===== src/hw/rtl/tspp_pkg.sv =====
`timescale 1ns / 1ps

package tspp_pkg;

   localparam int INT_BITS_DEF    = 20;
   localparam int FRAC_BITS_DEF   = 12;
   localparam int FRAC_DIGITS_DEF = 4;
   localparam int OUT_W           = 35;
   localparam int QUEUE_DEPTH     = 4;

   typedef enum logic [1:0] {
      PH_LEAD,
      PH_INT,
      PH_FRAC,
      PH_STOP
   } phase_type;

   localparam logic [7:0] CH_NUL    = 8'd0;
   localparam logic [7:0] CH_TAB    = 8'd9;
   localparam logic [7:0] CH_LF     = 8'd10;
   localparam logic [7:0] CH_VT     = 8'd11;
   localparam logic [7:0] CH_FF     = 8'd12;
   localparam logic [7:0] CH_CR     = 8'd13;
   localparam logic [7:0] CH_SPACE  = 8'd32;
   localparam logic [7:0] CH_QUOTE  = 8'd34;
   localparam logic [7:0] CH_HASH   = 8'd35;
   localparam logic [7:0] CH_LPAREN = 8'd40;
   localparam logic [7:0] CH_RPAREN = 8'd41;
   localparam logic [7:0] CH_PLUS   = 8'd43;
   localparam logic [7:0] CH_COMMA  = 8'd44;
   localparam logic [7:0] CH_DASH   = 8'd45;
   localparam logic [7:0] CH_POINT  = 8'd46;
   localparam logic [7:0] CH_ZERO   = 8'd48;
   localparam logic [7:0] CH_NINE   = 8'd57;
   localparam logic [7:0] CH_COLON  = 8'd58;
   localparam logic [7:0] CH_DEL    = 8'd127;

   localparam logic KIND_TIME   = 1'b0;
   localparam logic KIND_SAMPLE = 1'b1;

   typedef struct packed {
      logic full;
      logic empty;
   } qstat_type;

   function automatic longint unsigned pow10(input int n);
      longint unsigned p;
      p = 1;
      for (int i = 0; i < n; i++) p = p * 10;
      return p;
   endfunction

endpackage


===== src/hw/rtl/text_sample_pair_parser.sv =====
`timescale 1ns / 1ps

// Channel  Ports                                      Dir  Word
// req      req_valid, req_stall, req_in_byte          in   one text byte
// rsp      rsp_valid, rsp_stall, rsp_token_kind,      out  one parsed token
//          rsp_number_out
//
// One byte is taken every cycle while the token queue has room.
// A token reaches rsp from its terminating byte through the queue, one divider
// stage per quotient bit, the sum stage and the output register.
// Back end sustains one token per cycle; rsp_stall freezes the whole divider pipe.
// Synchronous active-high reset clears the parse state, queue and valid bits.

module text_sample_pair_parser #(
   parameter int INT_BITS    = tspp_pkg::INT_BITS_DEF,
   parameter int FRAC_BITS   = tspp_pkg::FRAC_BITS_DEF,
   parameter int FRAC_DIGITS = tspp_pkg::FRAC_DIGITS_DEF
) (
   input  logic                       clock,
   input  logic                       reset,
   input  logic                       req_valid,
   output logic                       req_stall,
   input  logic [7:0]                 req_in_byte,
   output logic                       rsp_valid,
   input  logic                       rsp_stall,
   output logic                       rsp_token_kind,
   output logic [tspp_pkg::OUT_W-1:0] rsp_number_out
);

   localparam int DW = $clog2(tspp_pkg::pow10(FRAC_DIGITS) + 1);
   localparam int CW = $clog2(FRAC_DIGITS + 1);
   localparam int QW = 1 + INT_BITS + DW + CW;

   tspp_pkg::qstat_type  q_stat;
   logic                 accept, q_push, q_pop;
   logic                 f_kind;
   logic [INT_BITS-1:0]  f_int;
   logic [DW-1:0]        f_frac;
   logic [CW-1:0]        f_count;
   logic [QW-1:0]        q_wr, q_rd;

   assign req_stall = q_stat.full;
   assign accept    = req_valid && !req_stall;
   assign q_wr      = {f_kind, f_int, f_frac, f_count};

   tspp_front #(
      .INT_BITS    (INT_BITS),
      .FRAC_DIGITS (FRAC_DIGITS),
      .DW          (DW),
      .CW          (CW)
   ) u_front (
      .clock      (clock),
      .reset      (reset),
      .accept     (accept),
      .in_byte    (req_in_byte),
      .push       (q_push),
      .push_kind  (f_kind),
      .push_int   (f_int),
      .push_frac  (f_frac),
      .push_count (f_count)
   );

   tspp_queue #(
      .W (QW)
   ) u_queue (
      .clock   (clock),
      .reset   (reset),
      .push    (q_push),
      .wr_data (q_wr),
      .pop     (q_pop),
      .rd_data (q_rd),
      .stat    (q_stat)
   );

   tspp_back #(
      .INT_BITS    (INT_BITS),
      .FRAC_BITS   (FRAC_BITS),
      .FRAC_DIGITS (FRAC_DIGITS),
      .DW          (DW),
      .CW          (CW)
   ) u_back (
      .clock          (clock),
      .reset          (reset),
      .q_empty        (q_stat.empty),
      .q_kind         (q_rd[QW-1]),
      .q_int          (q_rd[QW-2 -: INT_BITS]),
      .q_frac         (q_rd[DW+CW-1 -: DW]),
      .q_count        (q_rd[CW-1:0]),
      .pop            (q_pop),
      .rsp_valid      (rsp_valid),
      .rsp_stall      (rsp_stall),
      .rsp_token_kind (rsp_token_kind),
      .rsp_number_out (rsp_number_out)
   );

   a_push_room : assert property (@(posedge clock) disable iff (reset)
      q_push |-> !q_stat.full)
      else $error("token pushed into full queue");

   a_pop_data : assert property (@(posedge clock) disable iff (reset)
      q_pop |-> !q_stat.empty)
      else $error("token popped from empty queue");

   a_term_push : assert property (@(posedge clock) disable iff (reset)
      accept && (req_in_byte == tspp_pkg::CH_SPACE || req_in_byte == tspp_pkg::CH_DASH ||
                 req_in_byte == tspp_pkg::CH_LF || req_in_byte == tspp_pkg::CH_QUOTE)
      |-> q_push)
      else $error("terminator word did not queue a token");

endmodule


===== src/hw/rtl/tspp_front.sv =====
`timescale 1ns / 1ps

module tspp_front #(
   parameter int INT_BITS    = tspp_pkg::INT_BITS_DEF,
   parameter int FRAC_DIGITS = tspp_pkg::FRAC_DIGITS_DEF,
   parameter int DW          = $clog2(tspp_pkg::pow10(FRAC_DIGITS) + 1),
   parameter int CW          = $clog2(FRAC_DIGITS + 1)
) (
   input  logic                clock,
   input  logic                reset,
   input  logic                accept,
   input  logic [7:0]          in_byte,
   output logic                push,
   output logic                push_kind,
   output logic [INT_BITS-1:0] push_int,
   output logic [DW-1:0]       push_frac,
   output logic [CW-1:0]       push_count
);

   localparam int IW = INT_BITS + 4;
   localparam int FW = DW + 4;

   tspp_pkg::phase_type phase_ff, phase_in;
   logic [INT_BITS-1:0] int_ff, int_in;
   logic [DW-1:0]       frac_ff, frac_in;
   logic [CW-1:0]       count_ff, count_in;
   logic                sign_ff, sign_in;

   logic          drop, term_time, term_sample, is_point, is_digit, is_ws, is_plus;
   logic [IW-1:0] int_x10;
   logic [FW-1:0] frac_x10;

   always_comb begin
      drop = (in_byte == tspp_pkg::CH_NUL) ||
             (in_byte >= tspp_pkg::CH_COLON && in_byte <= tspp_pkg::CH_DEL) ||
             (in_byte == tspp_pkg::CH_LPAREN) || (in_byte == tspp_pkg::CH_RPAREN) ||
             (in_byte == tspp_pkg::CH_CR) || (in_byte == tspp_pkg::CH_HASH);
      term_time   = (in_byte == tspp_pkg::CH_SPACE) || (in_byte == tspp_pkg::CH_DASH);
      term_sample = (in_byte == tspp_pkg::CH_LF) || (in_byte == tspp_pkg::CH_QUOTE);
      is_point    = (in_byte == tspp_pkg::CH_POINT) || (in_byte == tspp_pkg::CH_COMMA);
      is_digit    = (in_byte >= tspp_pkg::CH_ZERO) && (in_byte <= tspp_pkg::CH_NINE);
      is_ws       = (in_byte == tspp_pkg::CH_TAB) || (in_byte == tspp_pkg::CH_VT) ||
                    (in_byte == tspp_pkg::CH_FF);
      is_plus     = (in_byte == tspp_pkg::CH_PLUS);

      int_x10  = IW'({int_ff, 3'b000}) + IW'({int_ff, 1'b0}) + IW'(in_byte[3:0]);
      frac_x10 = FW'({frac_ff, 3'b000}) + FW'({frac_ff, 1'b0}) + FW'(in_byte[3:0]);

      push        = accept && !drop && (term_time || term_sample);
      push_kind   = term_sample ? tspp_pkg::KIND_SAMPLE : tspp_pkg::KIND_TIME;
      push_int    = int_ff;
      push_frac   = frac_ff;
      push_count  = count_ff;

      phase_in = phase_ff;
      int_in   = int_ff;
      frac_in  = frac_ff;
      count_in = count_ff;
      sign_in  = sign_ff;

      if (accept && !drop) begin
         if (term_time || term_sample) begin
            phase_in = tspp_pkg::PH_LEAD;
            int_in   = '0;
            frac_in  = '0;
            count_in = '0;
            sign_in  = 1'b0;
         end else begin
            unique case (phase_ff)
               tspp_pkg::PH_LEAD: begin
                  if (is_ws && !sign_ff) begin
                     phase_in = tspp_pkg::PH_LEAD;
                  end else if (is_plus && !sign_ff) begin
                     sign_in = 1'b1;
                  end else if (is_digit) begin
                     int_in   = INT_BITS'(in_byte[3:0]);
                     phase_in = tspp_pkg::PH_INT;
                  end else if (is_point) begin
                     phase_in = tspp_pkg::PH_FRAC;
                  end else begin
                     phase_in = tspp_pkg::PH_STOP;
                  end
               end
               tspp_pkg::PH_INT: begin
                  if (is_digit) begin
                     int_in = (int_x10 > IW'({INT_BITS{1'b1}})) ? {INT_BITS{1'b1}}
                                                                  : int_x10[INT_BITS-1:0];
                  end else if (is_point) begin
                     phase_in = tspp_pkg::PH_FRAC;
                  end else begin
                     phase_in = tspp_pkg::PH_STOP;
                  end
               end
               tspp_pkg::PH_FRAC: begin
                  if (is_digit) begin
                     if (count_ff < CW'(FRAC_DIGITS)) begin
                        frac_in  = frac_x10[DW-1:0];
                        count_in = count_ff + 1'b1;
                     end
                  end else begin
                     phase_in = tspp_pkg::PH_STOP;
                  end
               end
               tspp_pkg::PH_STOP: begin
                  phase_in = tspp_pkg::PH_STOP;
               end
               default: phase_in = tspp_pkg::PH_STOP;
            endcase
         end
      end
   end

   always_ff @(posedge clock) begin
      if (reset) begin
         phase_ff <= tspp_pkg::PH_LEAD;
         int_ff   <= '0;
         frac_ff  <= '0;
         count_ff <= '0;
         sign_ff  <= 1'b0;
      end else begin
         phase_ff <= phase_in;
         int_ff   <= int_in;
         frac_ff  <= frac_in;
         count_ff <= count_in;
         sign_ff  <= sign_in;
      end
   end

endmodule


===== src/hw/rtl/tspp_queue.sv =====
`timescale 1ns / 1ps

module tspp_queue #(
   parameter int W = 8
) (
   input  logic                clock,
   input  logic                reset,
   input  logic                push,
   input  logic [W-1:0]        wr_data,
   input  logic                pop,
   output logic [W-1:0]        rd_data,
   output tspp_pkg::qstat_type stat
);

   localparam int DEPTH = tspp_pkg::QUEUE_DEPTH;
   localparam int AW    = $clog2(DEPTH);

   logic [W-1:0] mem [0:DEPTH-1];
   logic [AW:0]  wr_ptr_ff, wr_ptr_in;
   logic [AW:0]  rd_ptr_ff, rd_ptr_in;

   always_comb begin
      stat.empty = (wr_ptr_ff == rd_ptr_ff);
      stat.full  = (wr_ptr_ff[AW] != rd_ptr_ff[AW]) &&
                   (wr_ptr_ff[AW-1:0] == rd_ptr_ff[AW-1:0]);
      rd_data    = mem[rd_ptr_ff[AW-1:0]];
      wr_ptr_in  = push ? wr_ptr_ff + 1'b1 : wr_ptr_ff;
      rd_ptr_in  = pop ? rd_ptr_ff + 1'b1 : rd_ptr_ff;
   end

   always_ff @(posedge clock) begin
      if (push) begin
         mem[wr_ptr_ff[AW-1:0]] <= wr_data;
      end
   end

   always_ff @(posedge clock) begin
      if (reset) begin
         wr_ptr_ff <= '0;
         rd_ptr_ff <= '0;
      end else begin
         wr_ptr_ff <= wr_ptr_in;
         rd_ptr_ff <= rd_ptr_in;
      end
   end

endmodule


===== src/hw/rtl/tspp_back.sv =====
`timescale 1ns / 1ps

module tspp_back #(
   parameter int INT_BITS    = tspp_pkg::INT_BITS_DEF,
   parameter int FRAC_BITS   = tspp_pkg::FRAC_BITS_DEF,
   parameter int FRAC_DIGITS = tspp_pkg::FRAC_DIGITS_DEF,
   parameter int DW          = $clog2(tspp_pkg::pow10(FRAC_DIGITS) + 1),
   parameter int CW          = $clog2(FRAC_DIGITS + 1)
) (
   input  logic                       clock,
   input  logic                       reset,
   input  logic                       q_empty,
   input  logic                       q_kind,
   input  logic [INT_BITS-1:0]        q_int,
   input  logic [DW-1:0]              q_frac,
   input  logic [CW-1:0]              q_count,
   output logic                       pop,
   output logic                       rsp_valid,
   input  logic                       rsp_stall,
   output logic                       rsp_token_kind,
   output logic [tspp_pkg::OUT_W-1:0] rsp_number_out
);

   localparam int QB   = FRAC_BITS + 1;
   localparam int NW   = DW + FRAC_BITS + 1;
   localparam int T    = INT_BITS + FRAC_BITS;
   localparam int PW   = T + 3;
   localparam int MW   = (PW > tspp_pkg::OUT_W) ? PW : tspp_pkg::OUT_W;
   localparam int NTAB = 2 ** CW;
   localparam logic [MW-1:0] OMAX = MW'({tspp_pkg::OUT_W{1'b1}});

   logic [DW-1:0] den_tab [0:NTAB-1];

   for (genvar i = 0; i < NTAB; i++) begin : g_den
      assign den_tab[i] = (i <= FRAC_DIGITS) ? DW'(tspp_pkg::pow10(i)) : DW'(1);
   end

   logic [QB:0]         vld_ff, vld_in;
   logic [NW-1:0]       rem_ff  [0:QB];
   logic [NW-1:0]       rem_in  [0:QB];
   logic [QB-1:0]       quo_ff  [0:QB];
   logic [QB-1:0]       quo_in  [0:QB];
   logic [DW-1:0]       den_ff  [0:QB];
   logic [DW-1:0]       den_in  [0:QB];
   logic [INT_BITS-1:0] int_ff  [0:QB];
   logic [INT_BITS-1:0] int_in  [0:QB];
   logic [QB:0]         kind_ff, kind_in;
   logic [NW-1:0]       den_sh  [0:QB-1];
   logic [QB-1:0]       ge;

   logic                tot_vld_ff, tot_kind_ff;
   logic [T-1:0]        tot_ff, tot_in;
   logic [T:0]          sum;
   logic                rsp_valid_ff, rsp_kind_ff;
   logic [tspp_pkg::OUT_W-1:0] rsp_num_ff, rsp_num_in;
   logic [PW-1:0]       prod;
   logic [MW-1:0]       val;
   logic                adv;
   logic [DW-1:0]       den_sel;

   always_comb begin
      adv     = !rsp_valid_ff || !rsp_stall;
      pop     = adv && !q_empty;
      den_sel = den_tab[q_count];

      vld_in[0]  = pop;
      rem_in[0]  = NW'({q_frac, {FRAC_BITS{1'b0}}}) + NW'(den_sel >> 1);
      quo_in[0]  = '0;
      den_in[0]  = den_sel;
      int_in[0]  = q_int;
      kind_in[0] = q_kind;

      // one quotient bit per stage, MSB first
      for (int s = 0; s < QB; s++) begin
         den_sh[s]    = NW'(den_ff[s]) << (QB - 1 - s);
         ge[s]        = rem_ff[s] >= den_sh[s];
         rem_in[s+1]  = ge[s] ? rem_ff[s] - den_sh[s] : rem_ff[s];
         quo_in[s+1]  = quo_ff[s] | (QB'(ge[s]) << (QB - 1 - s));
         den_in[s+1]  = den_ff[s];
         int_in[s+1]  = int_ff[s];
         kind_in[s+1] = kind_ff[s];
         vld_in[s+1]  = vld_ff[s];
      end

      sum    = (T+1)'({int_ff[QB], {FRAC_BITS{1'b0}}}) + (T+1)'(quo_ff[QB]);
      tot_in = sum[T] ? {T{1'b1}} : sum[T-1:0];

      prod       = PW'({tot_ff, 2'b00}) + PW'(tot_ff);
      val        = tot_kind_ff ? MW'(prod) : MW'(tot_ff);
      rsp_num_in = (val > OMAX) ? tspp_pkg::OUT_W'(OMAX) : tspp_pkg::OUT_W'(val);

      rsp_valid      = rsp_valid_ff;
      rsp_token_kind = rsp_kind_ff;
      rsp_number_out = rsp_num_ff;
   end

   always_ff @(posedge clock) begin
      if (reset) begin
         vld_ff       <= '0;
         tot_vld_ff   <= 1'b0;
         rsp_valid_ff <= 1'b0;
      end else if (adv) begin
         vld_ff       <= vld_in;
         tot_vld_ff   <= vld_ff[QB];
         rsp_valid_ff <= tot_vld_ff;
      end
   end

   always_ff @(posedge clock) begin
      if (adv) begin
         for (int s = 0; s <= QB; s++) begin
            rem_ff[s] <= rem_in[s];
            quo_ff[s] <= quo_in[s];
            den_ff[s] <= den_in[s];
            int_ff[s] <= int_in[s];
         end
         kind_ff     <= kind_in;
         tot_ff      <= tot_in;
         tot_kind_ff <= kind_ff[QB];
         rsp_num_ff  <= rsp_num_in;
         rsp_kind_ff <= tot_kind_ff;
      end
   end

endmodule


===== config.mk =====
export PLATFORM = sky130hd
export DESIGN_NAME = text_sample_pair_parser
export DESIGN_NICKNAME = d
export VERILOG_FILES = /design/src/hw/rtl/tspp_pkg.sv /design/src/hw/rtl/text_sample_pair_parser.sv /design/src/hw/rtl/tspp_front.sv /design/src/hw/rtl/tspp_queue.sv /design/src/hw/rtl/tspp_back.sv
export SDC_FILE = /design/constraint.sdc
export NUM_CORES = 2
export LEC_CHECK = 0
export BUFFER_PORTS_ARGS = -buffer_cell sky130_fd_sc_hd__buf_2
export CAP_MARGIN = 20
export CORE_MARGIN = 1.5
export CORE_UTILIZATION = 64
export CTS_CLUSTER_DIAMETER = 100
export DETAILED_ROUTE_END_ITERATION = 8
export HOLD_SLACK_MARGIN = 0.08
export PLACE_DENSITY_LB_ADDON = 0.1
export SLEW_MARGIN = 10
export SYNTH_ARGS = -nofsm -noshare
export SYNTH_HDL_FRONTEND = slang
export SYNTH_HIERARCHICAL = 1
export SYNTH_SLANG_ARGS = --single-unit

===== constraint.sdc =====
create_clock -name clock -period 32.3 [get_ports clock]
set_input_delay 4.845 -clock clock [delete_from_list [all_inputs] [get_ports clock]]
set_output_delay 4.845 -clock clock [all_outputs]
set_load 0.05 [all_outputs]

==> results.sh <==
export IMPL_antenna_cells=0
export IMPL_r2r_end="u_back/rem_ff[0][179]"
export IMPL_cp_max_fo=14
export IMPL_critPathArrivalTime_ns=8.24
export IMPL_fp_row_count=100
export IMPL_drc_errors=0
export IMPL_grt_use_total_pct=23.7
export IMPL_grt_max_degree=222
export IMPL_final_cell_count_no_fill=4769
export IMPL_drive_above_1_share_pct=9.29
export IMPL_area_growth_pct=9.69
export IMPL_hold_viol_final=0
export IMPL_layout_setup_ws_ns=24.60
export IMPL_hp_start="u_back/int_ff[0][10]"
export IMPL_r2r_start="u_back/rem_ff[0][142]"
export IMPL_h_tree_depth=3
export IMPL_post_dp_hpwl_mm=62.0
export IMPL_netlist_area_sq_um=48300
export IMPL_slew_viol_final=0
export IMPL_dieHeight_um=278
export IMPL_cts_resized=0
export IMPL_synth_cell_types=95
export IMPL_ys_seq_area_share_pct=63.1
export IMPL_start_util_pct=64.7
export IMPL_period_share_pct=23.8
export IMPL_syn_instance_count=3623
export IMPL_cts_root_buf="clkbuf_16"
export IMPL_ioPinCount=50
export IMPL_post_cts_buffers=0
export IMPL_first_global_vias=28300
export IMPL_worstMarginPinSlew_ns=1.13
export IMPL_finalSetupViolations=0
export IMPL_drtAntennaViolNets=0
export IMPL_synth_nets=3910
export IMPL_layout_nets=4003
export IMPL_hold_path_depth=0
export IMPL_grt_pass1_wl_mm=147
export IMPL_status="finished, final reports clean"
export IMPL_finClkSkew_ns=0.0295
export IMPL_start_kind="primary input"
export IMPL_postSynthAreaPerCell_sq_um=13.3
export IMPL_worstRegToRegCells=11
export IMPL_grt_overflow=0
export IMPL_tritoncts="yes"
export IMPL_via_per_inst=5.99
export IMPL_coreArea_sq_um=74600
export IMPL_dr_pass1_iters=6
export IMPL_dp_cells=4582
export IMPL_fin_tns_setup_ns=0
export IMPL_drt_total_wl_mm=91.3
export IMPL_cellLeakagePower_nw=19.5
export IMPL_crit_path_end_kind="flop"
export IMPL_min_to="u_back/int_ff[0][30]"
export IMPL_clock_latency_ns=0.66
export IMPL_cts_buffers=100
export IMPL_yosysWarnings=6
export IMPL_clock_sinks=1035
export IMPL_r2r_setup_slack_ns=28.18
export IMPL_antenna_found_initial=0
export IMPL_max_cap_violations=0
export IMPL_power_density_nw_per_um2=89.0
export IMPL_synth_edf_count=971
export IMPL_place_congestion=0.909
export IMPL_ctsLongestPathBuffers=3
export IMPL_max_freq_mhz=130
export IMPL_portBuffers=49
export IMPL_rsz0062_at_grt="no"
export IMPL_die_area_sq_um=77100
export IMPL_yosys_most_used_dff="edfxtp_1"
export IMPL_synthArstFlopShare_pct=0
export IMPL_worstSetupPathType="primary input to flop"
export IMPL_postCtsHoldBufs=0
export IMPL_vias=28600
export IMPL_drt_wirelength_per_cell_um=19.1
export IMPL_pre_cts_slack_ns=24.00
export IMPL_finalCriticalPeriod_ns=7.70
export IMPL_ys_ff_latch=1035
export IMPL_ir_drop_uv=50.8
export IMPL_chipWidth_um=278
export IMPL_hp_class="flop to flop"
export IMPL_clkSlewWorstSetupHoldPaths_ns=0.07
export IMPL_drt_iter0_markers=2181
export IMPL_slew_headroom_pct=24.9
export IMPL_worstPathRequired_ns=32.84
logic make-up (layout without fill, tap and decap cells):
group	Yosys count	in the layout	share of synthesized area, %
and+or+nand+nor	958	958	10.2
DFF	1035	1035	63.1
adders and majority gates	275	275	7.39
AOI/OAI and AO/OA	729	729	9.42
muxes	87	87	2.89
buffers and inverters	278	455	2.36
xor gates and xnor gates	261	261	4.74
synth_stat cells, types with 24 or more instances:
| cell | count | area [sq um] |
|---|---|---|
| nand2b_1 | 55 | 344 |
| nand3_1 | 54 | 270 |
| a21o_1 | 77 | 578 |
| edfxtp_1 | 971 | 29200 |
| and3_1 | 24 | 150 |
| nor2b_1 | 49 | 307 |
| nor3_1 | 87 | 435 |
| nor4_1 | 39 | 244 |
| nand4_1 | 53 | 332 |
| nor2_1 | 172 | 646 |
| mux4_2 | 38 | 856 |
| dfxtp_1 | 64 | 1280 |
| o31ai_1 | 34 | 255 |
| o21ai_0 | 204 | 1020 |
| mux2_2 | 34 | 383 |
| inv_1 | 196 | 736 |
| a31oi_1 | 25 | 156 |
| a21oi_1 | 225 | 1130 |
| ha_1 | 258 | 3230 |
| nand2_1 | 274 | 1030 |
| clkbuf_1 | 46 | 173 |
| xnor2_1 | 141 | 1230 |
| or3_1 | 30 | 188 |
| xor2_1 | 120 | 1050 |
per-layer routing:
| metal | global-route usage, % | vias to the layer above | part of all wire [%] |
|---|---|---|---|
| met5 | 0 | - | 0 |
| met4 | 7.64 | 0 | 2.8 |
| met3 | 2.97 | 183 | 4.0 |
| met2 | 42.1 | 707 | 51 |
| met1 | 30.2 | 13800 | 42 |
| li1 | - | 13800 | - |
metrics by stage:
stage	total power, mW	utilization [%]	hold WS (ns)	instance area [sq um]
finish	4.71	71.0	0.410	52900
detailed placement	3.52	66.4	0.405	49500
global route	4.97	71.0	0.399	52900
global placement	3.48	66.4	0.400	49500
floorplan	3.13	-	0.400	48300
CTS	4.73	71.0	0.392	52900
power by group:
part           internal (mW)  switching (mW)  leakage, nW  total, mW
Combinational          0.625           0.843         7.45       1.47
Clock                  0.679           0.501         1.65       1.18
Sequential              1.86           0.200         10.4       2.06
Total                   3.17            1.54         19.5       4.71
flip-flops by register name (all words and copies together) (netlist names), named ones only:
name	flops
u_front/push_count	3
u_back/rsp_token_kind	1
u_queue/wr_ptr_ff	3
u_back/rem_ff	329
u_back/kind_ff	14
u_front/sign_ff	1
u_back/tot_ff	32
u_back/vld_ff	14
u_front/push_frac	14
u_back/int_ff	280
u_front/phase_ff	2
u_queue/rd_ptr_ff	3
u_front/push_int	20
u_back/tot_vld_ff	1
u_back/quo_ff	91
u_back/den_ff	36
u_back/rsp_number_out	35
u_back/tot_kind_ff	1
u_queue/mem	152
u_back/rsp_valid	1
layout make-up:
type / instances / area, sq um
clock buffer: 119 / 2680
clock inverter: 67 / 722
fill: 4935 / 21600
inverter: 199 / 757
multi-input combinational: 2310 / 16700
sequential: 1035 / 30400
tap: 969 / 1210
timing repair buffer: 70 / 435
placed cells by master (no fill, tap or decap), drive strengths merged, types with 64 or more instances in the layout:
cell and count:
nor3 89, clkbuf 119, xor2 120, buf 70, edfxtp 971, nor2 173
dfxtp 64, o21ai 213, inv 205, a21o 77, xnor2 141, ha 258
a21oi 225, nand2 274
critical path, stage by stage:
cell      delay, ns
buf_2          0.27
fa_1           0.49
fa_1           0.50
a211oi_1       0.27
o21bai_1       0.16
a211oi_2       0.35
o31ai_1        0.18
mux2i_1        0.15
nor3_2         0.46
buf_6          0.25
nor3b_1        0.22
o21ai_1        0.08
how the worst max path moves through the flow:
stage                                     end      startpoint  cells after the start  slack [ns]
after floorplan           u_back/den_ff[0][0]       rsp_stall                      4        3.39
after global placement    u_front/push_int[0]  req_in_byte[3]                     11       23.58
after detailed placement  u_front/push_int[3]  req_in_byte[3]                     12       24.00
after CTS                 u_front/push_int[1]  req_in_byte[3]                     12       24.67
after global routing      u_front/push_int[1]  req_in_byte[3]                     12       24.41
final                     u_front/push_int[1]  req_in_byte[3]                     12       24.60
Note: power is estimated with default switching activity, not from simulation.
